`config.mk`:
```
export PLATFORM = sky130hd
export DESIGN_NAME = led_panel_coordinate_remapper_unit
export DESIGN_NICKNAME = d
export VERILOG_FILES = /design/src/sv/lpcr_pkg.sv /design/src/sv/lpcr_div.sv /design/src/sv/led_panel_coordinate_remapper_unit.sv
export SDC_FILE = /design/constraint.sdc
export NUM_CORES = 1
export LEC_CHECK = 0
export BUFFER_PORTS_ARGS = -buffer_cell sky130_fd_sc_hd__clkbuf_2
export CORE_MARGIN = 10
export CORE_UTILIZATION = 40
export DETAILED_ROUTE_END_ITERATION = 10
export GPL_ROUTABILITY_DRIVEN = 0
export PLACE_DENSITY = 0.65
export SYNTH_ARGS = -nofsm -noshare
export SYNTH_HDL_FRONTEND = slang
export SYNTH_SLANG_ARGS = --single-unit
```
`constraint.sdc`:
```
create_clock -name clk_i -period 9.7 [get_ports clk_i]
set_input_delay 2.425 -clock clk_i [delete_from_list [all_inputs] [get_ports clk_i]]
set_output_delay 2.425 -clock clk_i [all_outputs]
set_load 0.02 [all_outputs]
```
`src/sv/lpcr_pkg.sv`:
```
// Shared constants, register indexes and types of the LED panel coordinate remapper.
package lpcr_pkg;

  localparam int COORD_BITS_DEF = 12;
  localparam int COLOR_BITS_DEF = 8;
  localparam int FOLD_SPAN_DEF  = 64;

  localparam int POS_BITS   = 13;
  localparam int OUT_BITS   = 11;
  localparam int OUT_LIMIT  = 2048;
  localparam int CHAIN_BITS = 4;
  localparam int ROT_BITS   = 2;
  localparam int QUO_BITS   = 5;
  localparam int QUO_SPLIT  = 2;

  localparam int ADDR_BITS = 5;
  localparam int DATA_BITS = 32;
  localparam int IDX_BITS  = 3;

  localparam logic [IDX_BITS-1:0] REG_PHYS_WIDTH  = 3'd0;
  localparam logic [IDX_BITS-1:0] REG_PHYS_HEIGHT = 3'd1;
  localparam logic [IDX_BITS-1:0] REG_CHAINS      = 3'd2;
  localparam logic [IDX_BITS-1:0] REG_ROTATION    = 3'd3;
  localparam logic [IDX_BITS-1:0] REG_FOLD_ENABLE = 3'd4;

  localparam logic [ROT_BITS-1:0] ROT_0   = 2'd0;
  localparam logic [ROT_BITS-1:0] ROT_90  = 2'd1;
  localparam logic [ROT_BITS-1:0] ROT_180 = 2'd2;
  localparam logic [ROT_BITS-1:0] ROT_270 = 2'd3;

  localparam int PHYS_WIDTH_RESET  = 64;
  localparam int PHYS_HEIGHT_RESET = 32;
  localparam int CHAINS_RESET      = 1;

  typedef struct packed {
    logic busy;
    logic done;
  } lpcr_div_sts_t;

endpackage

```
`src/sv/lpcr_div.sv`:
```
// Restoring divider that produces one quotient bit per cycle for the derived geometry.
module lpcr_div
  import lpcr_pkg::*;
#(
  parameter int NW = 12,
  parameter int DW = 9
) (
  input  logic          clk_i,
  input  logic          rst_ni,
  input  logic          start_i,
  input  logic [NW-1:0] dividend_i,
  input  logic [DW-1:0] divisor_i,
  output logic [NW-1:0] quotient_o,
  output lpcr_div_sts_t sts_o
);

  localparam int CNTW = $clog2(NW + 1);

  logic [DW-1:0]   rem_q, rem_d;
  logic [NW-1:0]   quo_q, quo_d;
  logic [DW-1:0]   div_q, div_d;
  logic [CNTW-1:0] cnt_q, cnt_d;
  logic            busy_q, busy_d;
  logic            done_q, done_d;
  logic [DW:0]     shifted;
  logic [DW:0]     diff;
  logic            ge;

  assign shifted = {rem_q, quo_q[NW-1]};
  assign diff    = shifted - {1'b0, div_q};
  assign ge      = shifted >= {1'b0, div_q};

  always_comb begin
    rem_d  = rem_q;
    quo_d  = quo_q;
    div_d  = div_q;
    cnt_d  = cnt_q;
    busy_d = busy_q;
    done_d = 1'b0;
    if (start_i) begin
      rem_d  = '0;
      quo_d  = dividend_i;
      div_d  = divisor_i;
      cnt_d  = CNTW'(NW);
      busy_d = 1'b1;
    end else if (busy_q) begin
      rem_d = ge ? diff[DW-1:0] : shifted[DW-1:0];
      quo_d = {quo_q[NW-2:0], ge};
      cnt_d = cnt_q - CNTW'(1);
      if (cnt_q == CNTW'(1)) begin
        busy_d = 1'b0;
        done_d = 1'b1;
      end
    end
  end

  always_ff @(posedge clk_i or negedge rst_ni) begin
    if (!rst_ni) begin
      cnt_q  <= '0;
      busy_q <= 1'b0;
      done_q <= 1'b0;
    end else begin
      cnt_q  <= cnt_d;
      busy_q <= busy_d;
      done_q <= done_d;
    end
  end

  always_ff @(posedge clk_i) begin
    rem_q <= rem_d;
    quo_q <= quo_d;
    div_q <= div_d;
  end

  assign quotient_o = quo_q;
  assign sts_o      = '{busy: busy_q, done: done_q};

endmodule

```
`src/sv/led_panel_coordinate_remapper_unit.sv`:
```
// Top level of the LED panel coordinate remapper: register port, derived geometry and pipeline.
// The remapper takes one pixel item per cycle, unless a stalled output or a pending geometry
// recompute holds off the input, through five register stages (rotation, fold bound check with
// the upper quotient bits of the slab division, the lower quotient bits, slab base multiply with
// the fold, then the physical bound check in the output register); a stalled output holds the
// pipeline without losing items. The U canvas width follows the width register in the cycle
// after a write through a reciprocal multiplication, and the panel height is recomputed by a
// one-bit-per-cycle divider: after any register write the input is held off until the new
// panel height is stored.
module led_panel_coordinate_remapper_unit
  import lpcr_pkg::*;
#(
  parameter int COORD_BITS = COORD_BITS_DEF,
  parameter int COLOR_BITS = COLOR_BITS_DEF,
  parameter int FOLD_SPAN  = FOLD_SPAN_DEF
) (
  input  logic                       clk_i,
  input  logic                       rst_ni,
  input  logic                       psel,
  input  logic                       penable,
  input  logic                       pwrite,
  input  logic [ADDR_BITS-1:0]       paddr,
  input  logic [DATA_BITS-1:0]       pwdata,
  output logic [DATA_BITS-1:0]       prdata,
  output logic                       pready,
  input  logic                       in_valid_i,
  output logic                       in_ready_o,
  input  logic signed [POS_BITS-1:0] pos_x_i,
  input  logic signed [POS_BITS-1:0] pos_y_i,
  input  logic [COLOR_BITS-1:0]      red_in_i,
  input  logic [COLOR_BITS-1:0]      green_in_i,
  input  logic [COLOR_BITS-1:0]      blue_in_i,
  output logic                       out_valid_o,
  input  logic                       out_ready_i,
  output logic [OUT_BITS-1:0]        panel_x_o,
  output logic [OUT_BITS-1:0]        panel_y_o,
  output logic [COLOR_BITS-1:0]      red_out_o,
  output logic [COLOR_BITS-1:0]      green_out_o,
  output logic [COLOR_BITS-1:0]      blue_out_o,
  output logic                       visible_o
);

  localparam int SW        = ((COORD_BITS > POS_BITS) ? COORD_BITS : POS_BITS) + 3;
  localparam int UB        = SW - 1;
  localparam int RW        = COORD_BITS + 1;
  localparam int QW        = RW + QUO_BITS;
  localparam int BW        = COORD_BITS + QUO_BITS;
  localparam int FW        = BW + 1;
  localparam int CW        = 3 * COLOR_BITS;
  localparam int HALF_SPAN = FOLD_SPAN / 2;
  localparam int UW_RESET  = (PHYS_WIDTH_RESET / FOLD_SPAN) * HALF_SPAN;
  localparam int PH_RESET  = PHYS_HEIGHT_RESET / CHAINS_RESET;

  // The reciprocal of the fold span is exact for every width value of COORD_BITS bits.
  localparam int     SPAN_LOG = $clog2(FOLD_SPAN);
  localparam int     REC_SH   = COORD_BITS + SPAN_LOG;
  localparam int     REC_W    = COORD_BITS + 2;
  localparam int     PROD_W   = COORD_BITS + REC_W;
  localparam longint REC_M    = ((longint'(1) << REC_SH) + longint'(FOLD_SPAN) - 1) /
                                longint'(FOLD_SPAN);

  localparam logic [1:0] CS_IDLE   = 2'd0;
  localparam logic [1:0] CS_HEIGHT = 2'd1;

  localparam logic signed [SW-1:0] ONE_S = SW'(1);

  // Configuration registers and read port.
  logic [COORD_BITS-1:0] pw_q, ph_q;
  logic [CHAIN_BITS-1:0] chains_q;
  logic [ROT_BITS-1:0]   rot_q;
  logic                  fold_q;
  logic                  wr_en;
  logic [IDX_BITS-1:0]   idx;

  assign wr_en  = psel && penable && pwrite;
  assign idx    = paddr[ADDR_BITS-1:2];
  assign pready = 1'b1;

  always_ff @(posedge clk_i or negedge rst_ni) begin
    if (!rst_ni) begin
      pw_q     <= COORD_BITS'(PHYS_WIDTH_RESET);
      ph_q     <= COORD_BITS'(PHYS_HEIGHT_RESET);
      chains_q <= CHAIN_BITS'(CHAINS_RESET);
      rot_q    <= ROT_0;
      fold_q   <= 1'b0;
    end else if (wr_en) begin
      unique case (idx)
        REG_PHYS_WIDTH:  pw_q     <= pwdata[COORD_BITS-1:0];
        REG_PHYS_HEIGHT: ph_q     <= pwdata[COORD_BITS-1:0];
        REG_CHAINS:      chains_q <= pwdata[CHAIN_BITS-1:0];
        REG_ROTATION:    rot_q    <= pwdata[ROT_BITS-1:0];
        REG_FOLD_ENABLE: fold_q   <= pwdata[0];
        default: ;
      endcase
    end
  end

  always_comb begin
    unique case (idx)
      REG_PHYS_WIDTH:  prdata = DATA_BITS'(pw_q);
      REG_PHYS_HEIGHT: prdata = DATA_BITS'(ph_q);
      REG_CHAINS:      prdata = DATA_BITS'(chains_q);
      REG_ROTATION:    prdata = DATA_BITS'(rot_q);
      REG_FOLD_ENABLE: prdata = DATA_BITS'(fold_q);
      default:         prdata = '0;
    endcase
  end

  // Derived geometry: U canvas width and panel height.
  logic [1:0]            cs_q, cs_d;
  logic                  pend_q, pend_d;
  logic [COORD_BITS-1:0] uw_q, uw_d;
  logic [COORD_BITS-1:0] panel_h_q, panel_h_d;
  logic [PROD_W-1:0]     span_prod;
  logic [COORD_BITS-1:0] span_quo;
  logic                  div_start;
  logic [COORD_BITS-1:0] div_dividend;
  logic [CHAIN_BITS-1:0] div_divisor;
  logic [COORD_BITS-1:0] div_quo;
  lpcr_div_sts_t         div_sts;
  logic [CHAIN_BITS-1:0] chains_eff;
  logic                  cfg_busy;

  assign span_prod    = PROD_W'(pw_q) * PROD_W'(REC_M);
  assign span_quo     = COORD_BITS'(span_prod >> REC_SH);
  assign uw_d         = COORD_BITS'(span_quo * COORD_BITS'(HALF_SPAN));
  assign chains_eff   = (chains_q == '0) ? CHAIN_BITS'(1) : chains_q;
  assign div_start    = (cs_q == CS_IDLE) && pend_q;
  assign div_dividend = ph_q;
  assign div_divisor  = chains_eff;
  assign cfg_busy     = pend_q || (cs_q != CS_IDLE);

  lpcr_div #(
    .NW(COORD_BITS),
    .DW(CHAIN_BITS)
  ) u_div (
    .clk_i      (clk_i),
    .rst_ni     (rst_ni),
    .start_i    (div_start),
    .dividend_i (div_dividend),
    .divisor_i  (div_divisor),
    .quotient_o (div_quo),
    .sts_o      (div_sts)
  );

  always_comb begin
    cs_d      = cs_q;
    panel_h_d = panel_h_q;
    pend_d    = wr_en ? 1'b1 : ((cs_q == CS_IDLE) ? 1'b0 : pend_q);
    unique case (cs_q)
      CS_IDLE: begin
        if (pend_q) begin
          cs_d = CS_HEIGHT;
        end
      end
      CS_HEIGHT: begin
        if (div_sts.done) begin
          panel_h_d = div_quo;
          cs_d      = CS_IDLE;
        end
      end
      default: cs_d = CS_IDLE;
    endcase
  end

  always_ff @(posedge clk_i or negedge rst_ni) begin
    if (!rst_ni) begin
      cs_q      <= CS_IDLE;
      pend_q    <= 1'b0;
      uw_q      <= COORD_BITS'(UW_RESET);
      panel_h_q <= COORD_BITS'(PH_RESET);
    end else begin
      cs_q      <= cs_d;
      pend_q    <= pend_d;
      uw_q      <= uw_d;
      panel_h_q <= panel_h_d;
    end
  end

  // Pipeline flow control.
  logic s1_v_q, s2_v_q, s3_v_q, s4_v_q, out_v_q;
  logic en1, en2, en3, en4, en_out;

  assign en_out     = !out_v_q || out_ready_i;
  assign en4        = !s4_v_q || en_out;
  assign en3        = !s3_v_q || en4;
  assign en2        = !s2_v_q || en3;
  assign en1        = !s1_v_q || en2;
  assign in_ready_o = en1 && !cfg_busy;

  always_ff @(posedge clk_i or negedge rst_ni) begin
    if (!rst_ni) begin
      s1_v_q  <= 1'b0;
      s2_v_q  <= 1'b0;
      s3_v_q  <= 1'b0;
      s4_v_q  <= 1'b0;
      out_v_q <= 1'b0;
    end else begin
      if (en1) begin
        s1_v_q <= in_valid_i && in_ready_o;
      end
      if (en2) begin
        s2_v_q <= s1_v_q;
      end
      if (en3) begin
        s3_v_q <= s2_v_q;
      end
      if (en4) begin
        s4_v_q <= s3_v_q;
      end
      if (en_out) begin
        out_v_q <= s4_v_q;
      end
    end
  end

  // Stage 1: rotation on the active canvas.
  logic [RW-1:0]          cw_u, chh_u;
  logic signed [SW-1:0]   cw_s, chh_s, x_s, y_s, rx1, ry1;
  logic signed [SW-1:0]   s1_rx_q, s1_ry_q;
  logic [CW-1:0]          s1_col_q;

  assign cw_u  = fold_q ? {1'b0, uw_q} : {1'b0, pw_q};
  assign chh_u = fold_q ? {ph_q, 1'b0} : {1'b0, ph_q};
  assign cw_s  = signed'(SW'(cw_u));
  assign chh_s = signed'(SW'(chh_u));
  assign x_s   = SW'(pos_x_i);
  assign y_s   = SW'(pos_y_i);

  always_comb begin
    unique case (rot_q)
      ROT_90: begin
        rx1 = cw_s - y_s - ONE_S;
        ry1 = x_s;
      end
      ROT_180: begin
        rx1 = cw_s - x_s - ONE_S;
        ry1 = chh_s - y_s - ONE_S;
      end
      ROT_270: begin
        rx1 = y_s;
        ry1 = chh_s - x_s - ONE_S;
      end
      default: begin
        rx1 = x_s;
        ry1 = y_s;
      end
    endcase
  end

  always_ff @(posedge clk_i) begin
    if (en1) begin
      s1_rx_q  <= rx1;
      s1_ry_q  <= ry1;
      s1_col_q <= {red_in_i, green_in_i, blue_in_i};
    end
  end

  // Stage 2: U canvas bound check and the upper quotient bits of row / slab.
  logic                 in_u;
  logic [QW-1:0]        slab_w;
  logic [QW-1:0]        rem2;
  logic [QUO_BITS-1:0]  quo2;
  logic signed [SW-1:0] s2_rx_q, s2_ry_q;
  logic [RW-1:0]        s2_rem_q;
  logic [QUO_BITS-1:0]  s2_quo_q;
  logic                 s2_uf_q, s2_drop_q;
  logic [CW-1:0]        s2_col_q;

  assign slab_w = QW'({panel_h_q, 1'b0});
  assign in_u   = !s1_rx_q[SW-1] && !s1_ry_q[SW-1] &&
                  (s1_rx_q[UB-1:0] < UB'(uw_q)) &&
                  (s1_ry_q[UB-1:0] < UB'({ph_q, 1'b0})) &&
                  (panel_h_q != '0);

  always_comb begin
    rem2 = QW'(s1_ry_q[RW-1:0]);
    quo2 = '0;
    for (int k = QUO_BITS - 1; k >= QUO_SPLIT; k--) begin
      if (rem2 >= (slab_w << k)) begin
        rem2    = rem2 - (slab_w << k);
        quo2[k] = 1'b1;
      end
    end
  end

  always_ff @(posedge clk_i) begin
    if (en2) begin
      s2_rx_q   <= s1_rx_q;
      s2_ry_q   <= s1_ry_q;
      s2_rem_q  <= rem2[RW-1:0];
      s2_quo_q  <= quo2;
      s2_uf_q   <= fold_q && in_u;
      s2_drop_q <= fold_q && !in_u;
      s2_col_q  <= s1_col_q;
    end
  end

  // Stage 3: lower quotient bits and the row within the slab.
  logic [QW-1:0]        rem3;
  logic [QUO_BITS-1:0]  quo3;
  logic signed [SW-1:0] s3_rx_q, s3_ry_q;
  logic [RW-1:0]        s3_rem_q;
  logic [QUO_BITS-1:0]  s3_quo_q;
  logic                 s3_uf_q, s3_drop_q;
  logic [CW-1:0]        s3_col_q;

  always_comb begin
    rem3 = QW'(s2_rem_q);
    quo3 = s2_quo_q;
    for (int k = QUO_SPLIT - 1; k >= 0; k--) begin
      if (rem3 >= (slab_w << k)) begin
        rem3    = rem3 - (slab_w << k);
        quo3[k] = 1'b1;
      end
    end
  end

  always_ff @(posedge clk_i) begin
    if (en3) begin
      s3_rx_q   <= s2_rx_q;
      s3_ry_q   <= s2_ry_q;
      s3_rem_q  <= rem3[RW-1:0];
      s3_quo_q  <= quo3;
      s3_uf_q   <= s2_uf_q;
      s3_drop_q <= s2_drop_q;
      s3_col_q  <= s2_col_q;
    end
  end

  // Stage 4: slab base row and the fold of each slab half.
  logic                 lower;
  logic [RW-1:0]        slab_r;
  logic [RW-1:0]        yy4;
  logic signed [SW-1:0] rx4;
  logic signed [SW-1:0] half_pw_s, uw_s;
  logic [BW-1:0]        base4;
  logic signed [SW-1:0] s4_rx_q, s4_ry_q;
  logic [BW-1:0]        s4_base_q;
  logic [RW-1:0]        s4_yy_q;
  logic                 s4_uf_q, s4_drop_q;
  logic [CW-1:0]        s4_col_q;

  assign slab_r    = {panel_h_q, 1'b0};
  assign lower     = s3_rem_q < {1'b0, panel_h_q};
  assign half_pw_s = signed'(SW'(pw_q >> 1));
  assign uw_s      = signed'(SW'(uw_q));
  assign base4     = BW'(s3_quo_q) * BW'(panel_h_q);
  assign yy4       = lower ? s3_rem_q : (slab_r - s3_rem_q - RW'(1));

  always_comb begin
    if (!s3_uf_q) begin
      rx4 = s3_rx_q;
    end else if (lower) begin
      rx4 = s3_rx_q + half_pw_s;
    end else begin
      rx4 = uw_s - s3_rx_q - ONE_S;
    end
  end

  always_ff @(posedge clk_i) begin
    if (en4) begin
      s4_rx_q   <= rx4;
      s4_ry_q   <= s3_ry_q;
      s4_base_q <= base4;
      s4_yy_q   <= yy4;
      s4_uf_q   <= s3_uf_q;
      s4_drop_q <= s3_drop_q;
      s4_col_q  <= s3_col_q;
    end
  end

  // Stage 5: final row, physical bound check and output register.
  logic [FW-1:0]       ry_f;
  logic                rx_ok, ry_ok, vis;
  logic [OUT_BITS-1:0] ry_val;
  logic [OUT_BITS-1:0] px_q, py_q;
  logic                vis_q;
  logic [CW-1:0]       col_q;

  assign ry_f  = FW'(s4_base_q) + FW'(s4_yy_q);
  assign rx_ok = !s4_rx_q[SW-1] && (s4_rx_q[UB-1:0] < UB'(pw_q)) &&
                 (s4_rx_q[UB-1:0] < UB'(OUT_LIMIT));

  always_comb begin
    if (s4_uf_q) begin
      ry_ok  = (ry_f < FW'(ph_q)) && (ry_f < FW'(OUT_LIMIT));
      ry_val = ry_f[OUT_BITS-1:0];
    end else begin
      ry_ok  = !s4_ry_q[SW-1] && (s4_ry_q[UB-1:0] < UB'(ph_q)) &&
               (s4_ry_q[UB-1:0] < UB'(OUT_LIMIT));
      ry_val = s4_ry_q[OUT_BITS-1:0];
    end
  end

  assign vis = !s4_drop_q && rx_ok && ry_ok;

  always_ff @(posedge clk_i) begin
    if (en_out) begin
      px_q  <= vis ? s4_rx_q[OUT_BITS-1:0] : '0;
      py_q  <= vis ? ry_val : '0;
      vis_q <= vis;
      col_q <= s4_col_q;
    end
  end

  assign out_valid_o = out_v_q;
  assign panel_x_o   = px_q;
  assign panel_y_o   = py_q;
  assign visible_o   = vis_q;
  assign red_out_o   = col_q[CW-1:2*COLOR_BITS];
  assign green_out_o = col_q[2*COLOR_BITS-1:COLOR_BITS];
  assign blue_out_o  = col_q[COLOR_BITS-1:0];

endmodule

```
==> flow_metrics.tcl, run 1 <==
set metrics [dict create \
    status "completed" \
    fin_crit_ns 7.975 \
    synth_top_area_share_pct 40.69 \
    overflow 0 \
    antenna_cells 0 \
    rsz0062_at_grt "no" \
    fill_cells 5860 \
    cts_buffers 44 \
    hold_violations 0 \
    drt_first_pass_iters 5 \
    avgSynthCellArea_um2 11.21 \
    skew_ns 0.02443 \
    slew_violations 0 \
    r2r_slack_ns 1.73 \
    drc 0 \
    dieHeight_um 274.1 \
    endpoint_kind "register" \
    cp_max_fo 15 \
    viasPerCell 5.434 \
    tns_ns 0 \
    max_slew_margin_pct 15.47 \
    std_cell_rows 93 \
    core_um2 64230 \
    worst-setup-path-type "reg -> reg" \
    fin_util_pct 44.95 \
    worstRegToRegCells 25 \
    timing.final.ws_setup_ns 1.725 \
    clock_latency_ns 0.58 \
    min_from "pw_q[6]" \
    power.leakage_nw 12.58 \
    synthCells 2304 \
    drt-wirelength-per-cell_um 19.26 \
    holdBufCountCts 0 \
    cts_resized 0 \
    min_path_cells 0 \
    crit_start "panel_h_q[1]" \
    numPortBuffers 132 \
    antenna_left 0 \
    r2r_start "panel_h_q[1]" \
    yosys.cell_count.top_type "edfxtp_1" \
    grt_pass1_vias 18053 \
    synthTopCellsByCount "edfxtp_1 (350), ha_1 (239), inv_1 (183)" \
    r2r_end "s2_rem_q[12]" \
    synth_area_um2 25830 \
    cts_tree "yes" \
    drt_iter0_drc 1371 \
    grt_max_degree 72 \
    post_cts_buffers 0 \
    powerDensity_nw_per_um2 356.0 \
    cts_root_buffer "clkbuf_16" \
    cts_buffer_depth 3 \
    cts_max_level 2 \
    die-area_um2 75130 \
    finalPower_mw 10.28 \
    hold_class "reg -> reg" \
    ys_ff_latch 416 \
    clk_pin_slew_ns 0.06 \
    start_kind "register" \
    die_x_um 274.1 \
    grt_use_total_pct 16.73 \
    yosysWarnings 0 \
    antenna_found_initial 0 \
    yosys.area.top_type "edfxtp_1" \
    ios 176 \
    ys_top_cells_by_area "edfxtp_1 (41%), ha_1 (12%), dfrtp_1 (5.5%)" \
    synth_cell_types 85 \
    place_ws_ns 1.804 \
    crit_required_ns 10.01 \
    hpwl_mm 49.85 \
    setup_violations 0 \
    nets 2811 \
    synthArstFlopShare_pct 14.90 \
    cts.sink_count 416 \
    drive_above_1_share_pct 13.45 \
    worst_hold_path.endpoint "uw_q[5]" \
    vias 18057 \
    routed_wl_mm 63.99 \
    area_delta_synth_final_pct 11.79 \
    tightest_slew_ns 1.265 \
    cp_data_arrival_time_ns 8.29 \
    timing.final.crit_share_pct 82.21 \
    synth_edf_count 350 \
    ys_seq_area_share_pct 47.04 \
    synth-main-ff-cell "edfxtp_1" \
    maxCapViolations 0 \
    fmax_mhz 125.4 \
    grt_pass1_wl_mm 100.2 \
    vdd_drop_max_uv 165.2 \
    whs_ns 0.3874 \
    initial_core_util_pct 40.21 \
]
[worst max path at each step]
| stage | slack [ns] | to | depth (start not counted) |
|---|---|---|---|
| after detailed placement | 1.80 | s2_rem_q[12] | 25 |
| after floorplan | 2.51 | in_ready_o | 4 |
| after global routing | 1.18 | s2_rem_q[12] | 25 |
| after CTS | 1.78 | s2_rem_q[12] | 25 |
| after global placement | 1.95 | s2_rem_q[12] | 25 |
| final | 1.73 | s2_rem_q[12] | 25 |
[flip-flops by register name (all words and copies together), names as in the netlist, 17 cells and up]
| name | count |
|---|---|
| s1_col_q | 24 |
| s4_col_q | 24 |
| s4_base_q | 17 |
| col_q | 24 |
| s2_col_q | 24 |
| s3_col_q | 24 |
[cells in the final DEF, fill, tap and decap left out, types with 10 or more instances in the layout]
cell / n
mux4_2: 20
o211ai_1: 16
nor2_1: 144
mux2i_1: 26
a21oi_1: 128
ha_1: 239
a22o_1: 12
mux2_1: 10
mux2_4: 13
o21ai_1: 17
xnor2_1: 91
xor2_1: 29
o21ai_0: 115
o21a_1: 18
mux2_2: 50
o21bai_1: 17
or3_1: 13
clkinv_2: 11
inv_1: 181
dfrtp_1: 57
buf_4: 15
edfxtp_1: 350
and3_1: 15
nor3_1: 46
clkbuf_16: 46
nor4_1: 14
and2_1: 48
fa_1: 44
a211oi_1: 17
nand2b_1: 16
nor2b_1: 32
conb_1: 21
clkbuf_2: 131
nand3_1: 51
a31oi_1: 15
a21o_1: 40
nand2_1: 178
[layer usage]
layer  track usage, %  wire, um  vias up
met5                0         0        -
met1            21.48     27720     8829
met3            2.152      3138       98
met2            28.87     31260      492
met4            5.335      1878        0
li1                 -         -     8638
[per-stage QoR]
step / instance area [um2] / instances
6_report: 28870 / 3323
3_3_place_gp: 27370 / 3243
4_1_cts: 28870 / 3323
3_5_place_dp: 27370 / 3243
5_1_grt: 28870 / 3323
2_1_floorplan: 25900 / 2323
[power by group]
part,switching [mW],internal (mW),total (mW)
Combinational,3.04,2.45,5.49
Clock,0.701,1.04,1.74
Sequential,0.408,2.64,3.05
[layout make-up]
class	count	area, um2	share of cell area, %
multi-input combinational	1641	12690	43.95
clock buffer	53	1187	4.113
timing repair buffer	147	773.2	2.678
clock inverter	27	312.8	1.083
tap	855	1070	3.705
sequential	416	12150	42.08
inverter	184	691.9	2.397
[kinds of logic (layout without fill, tap and decap cells)]
kind of cell | Yosys count | in the layout | synth area share (%)
compound gates | 481 | 481 | 11.86
mux | 119 | 119 | 6.123
buf+inv | 266 | 411 | 4.244
simple gates | 617 | 617 | 11.65
other cells | 2 | 21 | 0.02908
fa+ha+maj | 283 | 283 | 14.99
flops | 416 | 416 | 47.04
xor+xnor | 120 | 120 | 4.069
[critical path, stage by stage (launching register included)]
cell      delay [ns]
dfrtp_1         0.67
inv_1           0.39
ha_1            0.43
nor2b_1         0.20
o31ai_2         0.11
a21boi_1        0.36
a31o_4          0.34
mux2_2          0.37
ha_1            0.33
nor2b_1         0.17
o31ai_1         0.27
a21oi_1         0.18
a21boi_0        0.31
nand2_1         0.08
or3_4           0.49
mux2i_1         0.34
ha_1            0.31
nor2b_1         0.15
o211ai_1        0.17
a21oi_1         0.12
o41ai_1         0.51
o311ai_0        0.26
a31o_2          0.28
a221oi_2        0.21
buf_4           0.27
mux2_2          0.37
No activity file was read; power rests on OpenSTA's default activity.
==> inputs of run 2 (changes only) <==
- PLACE_DENSITY: 0.65 -> 0.67
- clock period: 9.7 -> 6.9 ns (I/O delays scaled with it)
==> run 2 against run 1 <==
Compared with the run above:
- global-route usage is 0.58 points higher
- hold slack better by 0.0084 ns
- clock power is 40% higher
- worst setup slack worse by 1.5 ns
- maximum frequency is 20% higher
- count of clock-buffer cells in the layout is 5 lower
- sequential share of layout area is 0.42 points lower
- first-iteration DRC count is 3.1% higher
- die area stayed put
- combinational power is 48% higher
==> flow_metrics.tcl, run 2 (synthesis gave the netlist of run 1 again) <==
set metrics [dict create \
    status "completed" \
    cts.sink_count 416 \
    dpl-instance-area_um2 27630 \
    numPortBuffers 132 \
    finalPower_mw 14.74 \
    cp_data_arrival_time_ns 6.97 \
    worst-setup-path-type "reg -> reg" \
    grt_pass1_vias 18964 \
    skew_ns 0.03134 \
    hold_class "reg -> reg" \
    grt_pass1_wl_mm 103.3 \
    initial_core_util_pct 40.21 \
    met3WireLength_mm 3.958 \
    vdd_drop_max_uv 288.5 \
    design_area_um2 29160 \
    tightest_slew_ns 1.044 \
    endpoint_kind "register" \
    clk_pin_slew_ns 0.06 \
    swShare_pct 40.84 \
    cts_buffer_depth 3 \
    clock_latency_ns 0.60 \
    mostFrequentLayoutCells "edfxtp_1 (350), ha_1 (239), inv_1 (181)" \
    tns_ns 0 \
    overflow 0 \
    routed_wl_mm 66.17 \
    min_path_cells 0 \
    antenna_left 0 \
    switchingPower_mw 6.021 \
    fin_crit_ns 6.656 \
    p_int_mw 8.723 \
    nets 2849 \
    drt-wirelength-per-cell_um 19.69 \
    drive_above_1_share_pct 14.88 \
    ios 176 \
    antenna_cells 0 \
    slew_violations 0 \
    clkPwrFrac_pct 16.5 \
    hpwl_mm 51.53 \
    viasPerCell 5.539 \
    fmax_mhz 150.2 \
    drc 0 \
    core_um2 64230 \
    highest_layer "met4" \
    layout_commonest_cell "edfxtp_1" \
    power_frac_comb_pct 55.2 \
    drt_first_pass_iters 6 \
    start_kind "register" \
    grt_use_total_pct 17.31 \
    die-area_um2 75130 \
    die_x_um 274.1 \
    wl_met2_mm 31.38 \
    whs_ns 0.3959 \
    timing.final.crit_share_pct 96.46 \
    multi_input_area_um2 12700 \
    wl_met1_mm 27.59 \
    dieHeight_um 274.1 \
    power.leakage_nw 12.76 \
    cp_max_fo 11 \
    cts_tree "yes" \
    crit_required_ns 7.21 \
    antenna_found_initial 0 \
    vias 18616 \
    maxCapViolations 0 \
    powerDensity_nw_per_um2 505.6 \
    max_slew_margin_pct 29.82 \
    grt_max_degree 72 \
    regArea_um2 12150 \
    cts_buffers 43 \
    cts_max_level 2 \
    setup_violations 0 \
    drt_iter0_drc 1413 \
    pwr-share-seq_pct 28.3 \
    area_delta_synth_final_pct 12.90 \
    holdBufCountCts 0 \
    worstRegToRegCells 23 \
    std_cell_rows 93 \
    fill_cells 5890 \
    cts_root_buffer "clkbuf_16" \
    hold_violations 0 \
    rsz0062_at_grt "no" \
]
run 2: path summary, 6_finish.rpt:
kind                       startpoint      endpoint  slack, ns
max                        s1_ry_q[6]  s2_rem_q[12]       0.24
min                        s2_ry_q[9]    s3_ry_q[9]       0.40
max reg2reg                s1_ry_q[6]  s2_rem_q[12]       0.24
min reg2reg                s2_ry_q[9]    s3_ry_q[9]       0.40
max in group asynchronous      rst_ni   out_valid_o       4.97
min in group asynchronous      rst_ni      rot_q[0]       1.30
run 2: per-stage QoR:
| stage | setup slack, ns | instances | utilization [%] |
|---|---|---|---|
| finish | 0.2444 | 3361 | 45.40 |
| global route | 0.006603 | 3361 | 45.40 |
| CTS | 0.06471 | 3357 | 45.31 |
| detailed placement | 0.01665 | 3278 | 43.01 |
| global placement | 0.1635 | 3278 | 43.01 |
| floorplan | 0.01231 | 2323 | - |
run 2: area by class of cell:
type                            count  area share [%]
Multi-Input combinational cell   1641           43.56
Sequential cell                   416           41.66
Clock buffer                       48           3.755
Timing Repair Buffer              186           3.669
Tap cell                          855           3.669
Inverter                          184           2.369
Clock inverter                     31           1.317
run 2: what timing repair did:
item                       CTS  global route
resized for setup            1             5
setup endpoints to repair    1            11
buffers inserted             0             4
pin swaps                    0             1
run 2: routing by layer:
layer	global-route usage (%)	vias up
li1	-	8700
met4	8.690	0
met2	28.95	672
met1	21.58	9071
met3	2.579	173
met5	0	-
run 2: worst max-delay path, cell delays in order, from the launching register on:
cell and delay [ns]:
edfxtp_1 0.53, ha_1 0.36, nor2b_1 0.16, o31ai_2 0.35, a21boi_2 0.13, a31o_4 0.30
mux2_2 0.30, ha_1 0.33, nor2b_1 0.18, o31ai_2 0.23, a21oi_1 0.17, a21boi_1 0.24
nand2_1 0.08, or3_4 0.44, mux2_1 0.38, ha_1 0.37, a21oi_1 0.17, a21oi_1 0.11
o41ai_2 0.28, o311ai_0 0.20, a31o_2 0.27, a221oi_2 0.23, buf_6 0.22, mux2_2 0.36
run 2: power by group through the flow:
stage / Sequential [mW] / Clock [mW] / Combinational, mW
2_1_floorplan: 4.03 / 0 / 6.07
3_3_place_gp: 4.18 / 0 / 7.63
3_5_place_dp: 4.21 / 0 / 7.98
4_1_cts: 4.16 / 2.49 / 8.05
5_1_grt: 4.24 / 2.59 / 9.04
6_report: 4.17 / 2.43 / 8.14
==> inputs of run 3 (changes only) <==
- SKIP_CTS_REPAIR_TIMING: unset -> 1
- SYNTH_HIERARCHICAL: unset -> 1
==> run 3 against run 2 <==
Compared with the run above:
- sequential share of layout area shrank 0.62 points
- global-route usage shrank 0.53 points
- hold slack gained 0.013 ns
- via count grew 0.19%
- largest power group unchanged
- critical path type unchanged
- largest cell class unchanged
==> flow_metrics.tcl, run 3 <==
set metrics [dict create \
    tns_ns 0 \
    synthCells 2309 \
    clock_latency_ns 0.60 \
    area_delta_synth_final_pct 12.61 \
    drt-wirelength-per-cell_um 19.73 \
    grt_max_degree 90 \
    cts_max_level 2 \
    clkPwrFrac_pct 17.6 \
    antenna_found_initial 2 \
    drt_first_pass_iters 5 \
    ios 176 \
    die-area_um2 76360 \
    synth_area_um2 26280 \
    worst-setup-path-type "reg -> reg" \
    drt_iter0_drc 1475 \
    overflow 0 \
    grt_use_total_pct 16.78 \
    regArea_um2 12150 \
    mostFrequentLayoutCells "edfxtp_1 (350), ha_1 (239), inv_1 (186)" \
    min_from "s1_col_q[7]" \
    pwr-share-seq_pct 29.9 \
    use_met1_pct 22.01 \
    slew_violations 0 \
    cp_max_fo 10 \
    design_area_um2 29600 \
    fin_crit_ns 6.584 \
    cts_root_buffer "clkbuf_16" \
    maxCapViolations 0 \
    fill_cells 5745 \
    cts_buffer_depth 3 \
    grt_use_met2_pct 27.44 \
    r2r_start "s1_ry_q[8]" \
    routed_wl_mm 66.33 \
    finalPower_mw 14.01 \
    antenna_left 0 \
    vdd_drop_max_uv 231.5 \
    crit_start "s1_ry_q[8]" \
    antenna_cells 0 \
    die_x_um 276.3 \
    vias 18652 \
    viasPerCell 5.550 \
    endpoint_kind "register" \
    cts_tree "yes" \
    layout_commonest_cell "edfxtp_1" \
    p_int_mw 8.426 \
    fmax_mhz 151.9 \
    crit_slowest_cell "edfxtp_1" \
    skew_ns 0.03692 \
    nets 2847 \
    numPortBuffers 132 \
    grt_pass1_vias 18812 \
    max_slew_margin_pct 21.45 \
    fin_util_pct 45.67 \
    cp_slowest_stage_delay_ns 0.46 \
    dieHeight_um 276.3 \
    initial_core_util_pct 40.55 \
    start_kind "register" \
    dpl-instance-area_um2 28000 \
    multi_input_area_um2 13140 \
    critPathTopFamily "compound AO/OA/AOI/OAI gates" \
    clk_pin_slew_ns 0.06 \
    cp_data_arrival_time_ns 6.92 \
    grt_busiest_layer "met2" \
    drive_above_1_share_pct 16.56 \
    whs_ns 0.4085 \
    yosysWarnings 6 \
    tightest_slew_ns 1.178 \
    rsz0062_at_grt "no" \
    hpwl_mm 51.97 \
    status "completed" \
    avgSynthCellArea_um2 11.38 \
    powerDensity_nw_per_um2 473.4 \
    hold_violations 0 \
    power.leakage_nw 12.83 \
    power_frac_comb_pct 52.5 \
    crit_required_ns 7.24 \
    swShare_pct 39.86 \
    cp_num_buf_inv 2 \
    cts.sink_count 416 \
    core_um2 64810 \
    std_cell_rows 93 \
    drc 0 \
    cts_buffers 44 \
    hold_class "reg -> reg" \
    timing.final.crit_share_pct 95.42 \
    setup_violations 0 \
    crit_chain "ha_1 -> nand2_1 -> o21ba_1 -> o21a_1 -> o31a_2 -> nor2_2 -> buf_4 -> mux2_2 -> ha_1 -> a21oi_1 -> o21ai_0 -> o41ai_4 -> and2_2 -> nand2_2 -> mux2_2 -> ha_1 -> nand4_1 -> o31ai_1 -> a21oi_1 -> a21boi_0 -> a311oi_2 -> buf_4 -> o211ai_2 -> mux2_2" \
    grt_pass1_wl_mm 104.1 \
    switchingPower_mw 5.586 \
    grt_util_met3_pct 2.871 \
]
==> run 3: cell type report <==
type | count | share of cell area (%)
Clock inverter | 24 | 1.146
Timing Repair Buffer | 177 | 3.373
Tap cell | 855 | 3.614
Inverter | 188 | 2.384
Multi-Input combinational cell | 1643 | 44.40
Clock buffer | 58 | 4.037
Sequential cell | 416 | 41.04
==> run 3: through the flow <==
stage          worst slack [ns]  std cells
2_1_floorplan            0.3548       2328
3_3_place_gp             0.2055       3274
3_5_place_dp            0.04398       3274
4_1_cts                 0.03232       3356
5_1_grt                 0.01955       3361
6_report                 0.3160       3361
==> run 3: worst register-to-register path, stage by stage, from the launching register on <==
cell and delay (ns):
edfxtp_1 0.46, ha_1 0.39, nand2_1 0.11, o21ba_1 0.16, o21a_1 0.22, o31a_2 0.34, nor2_2 0.20, buf_4 0.18
mux2_2 0.37, ha_1 0.36, a21oi_1 0.16, o21ai_0 0.17, o41ai_4 0.41, and2_2 0.26, nand2_2 0.17, mux2_2 0.36
ha_1 0.38, nand4_1 0.13, o31ai_1 0.27, a21oi_1 0.09, a21boi_0 0.33, a311oi_2 0.06, buf_4 0.18, o211ai_2 0.17
mux2_2 0.39
==> run 3: path summary, 6_finish.rpt <==
check	slack [ns]	depth (start not counted)	to
setup / recovery	0.32	24	s2_rem_q[12]
hold reg to reg	0.41	0	s2_col_q[7]
hold / removal	0.41	0	s2_col_q[7]
max in group asynchronous	5.00	2	panel_h_q[1]
min in group asynchronous	1.31	2	fold_q
setup reg to reg	0.32	24	s2_rem_q[12]
==> run 3: layer usage <==
layer | vias up | share of wire (%)
met3 | 131 | 7.1
met2 | 649 | 47
met1 | 9120 | 43
met4 | 0 | 3.1
met5 | - | 0
li1 | 8752 | -
==> run 3: power groups by stage <==
stage | Combinational [mW] | Sequential [mW] | Clock (mW)
4_1_cts | 7.25 | 4.17 | 2.51
2_1_floorplan | 5.56 | 3.97 | 0
3_3_place_gp | 6.89 | 4.19 | 0
6_report | 7.36 | 4.18 | 2.47
5_1_grt | 8.15 | 4.25 | 2.62
3_5_place_dp | 7.19 | 4.22 | 0
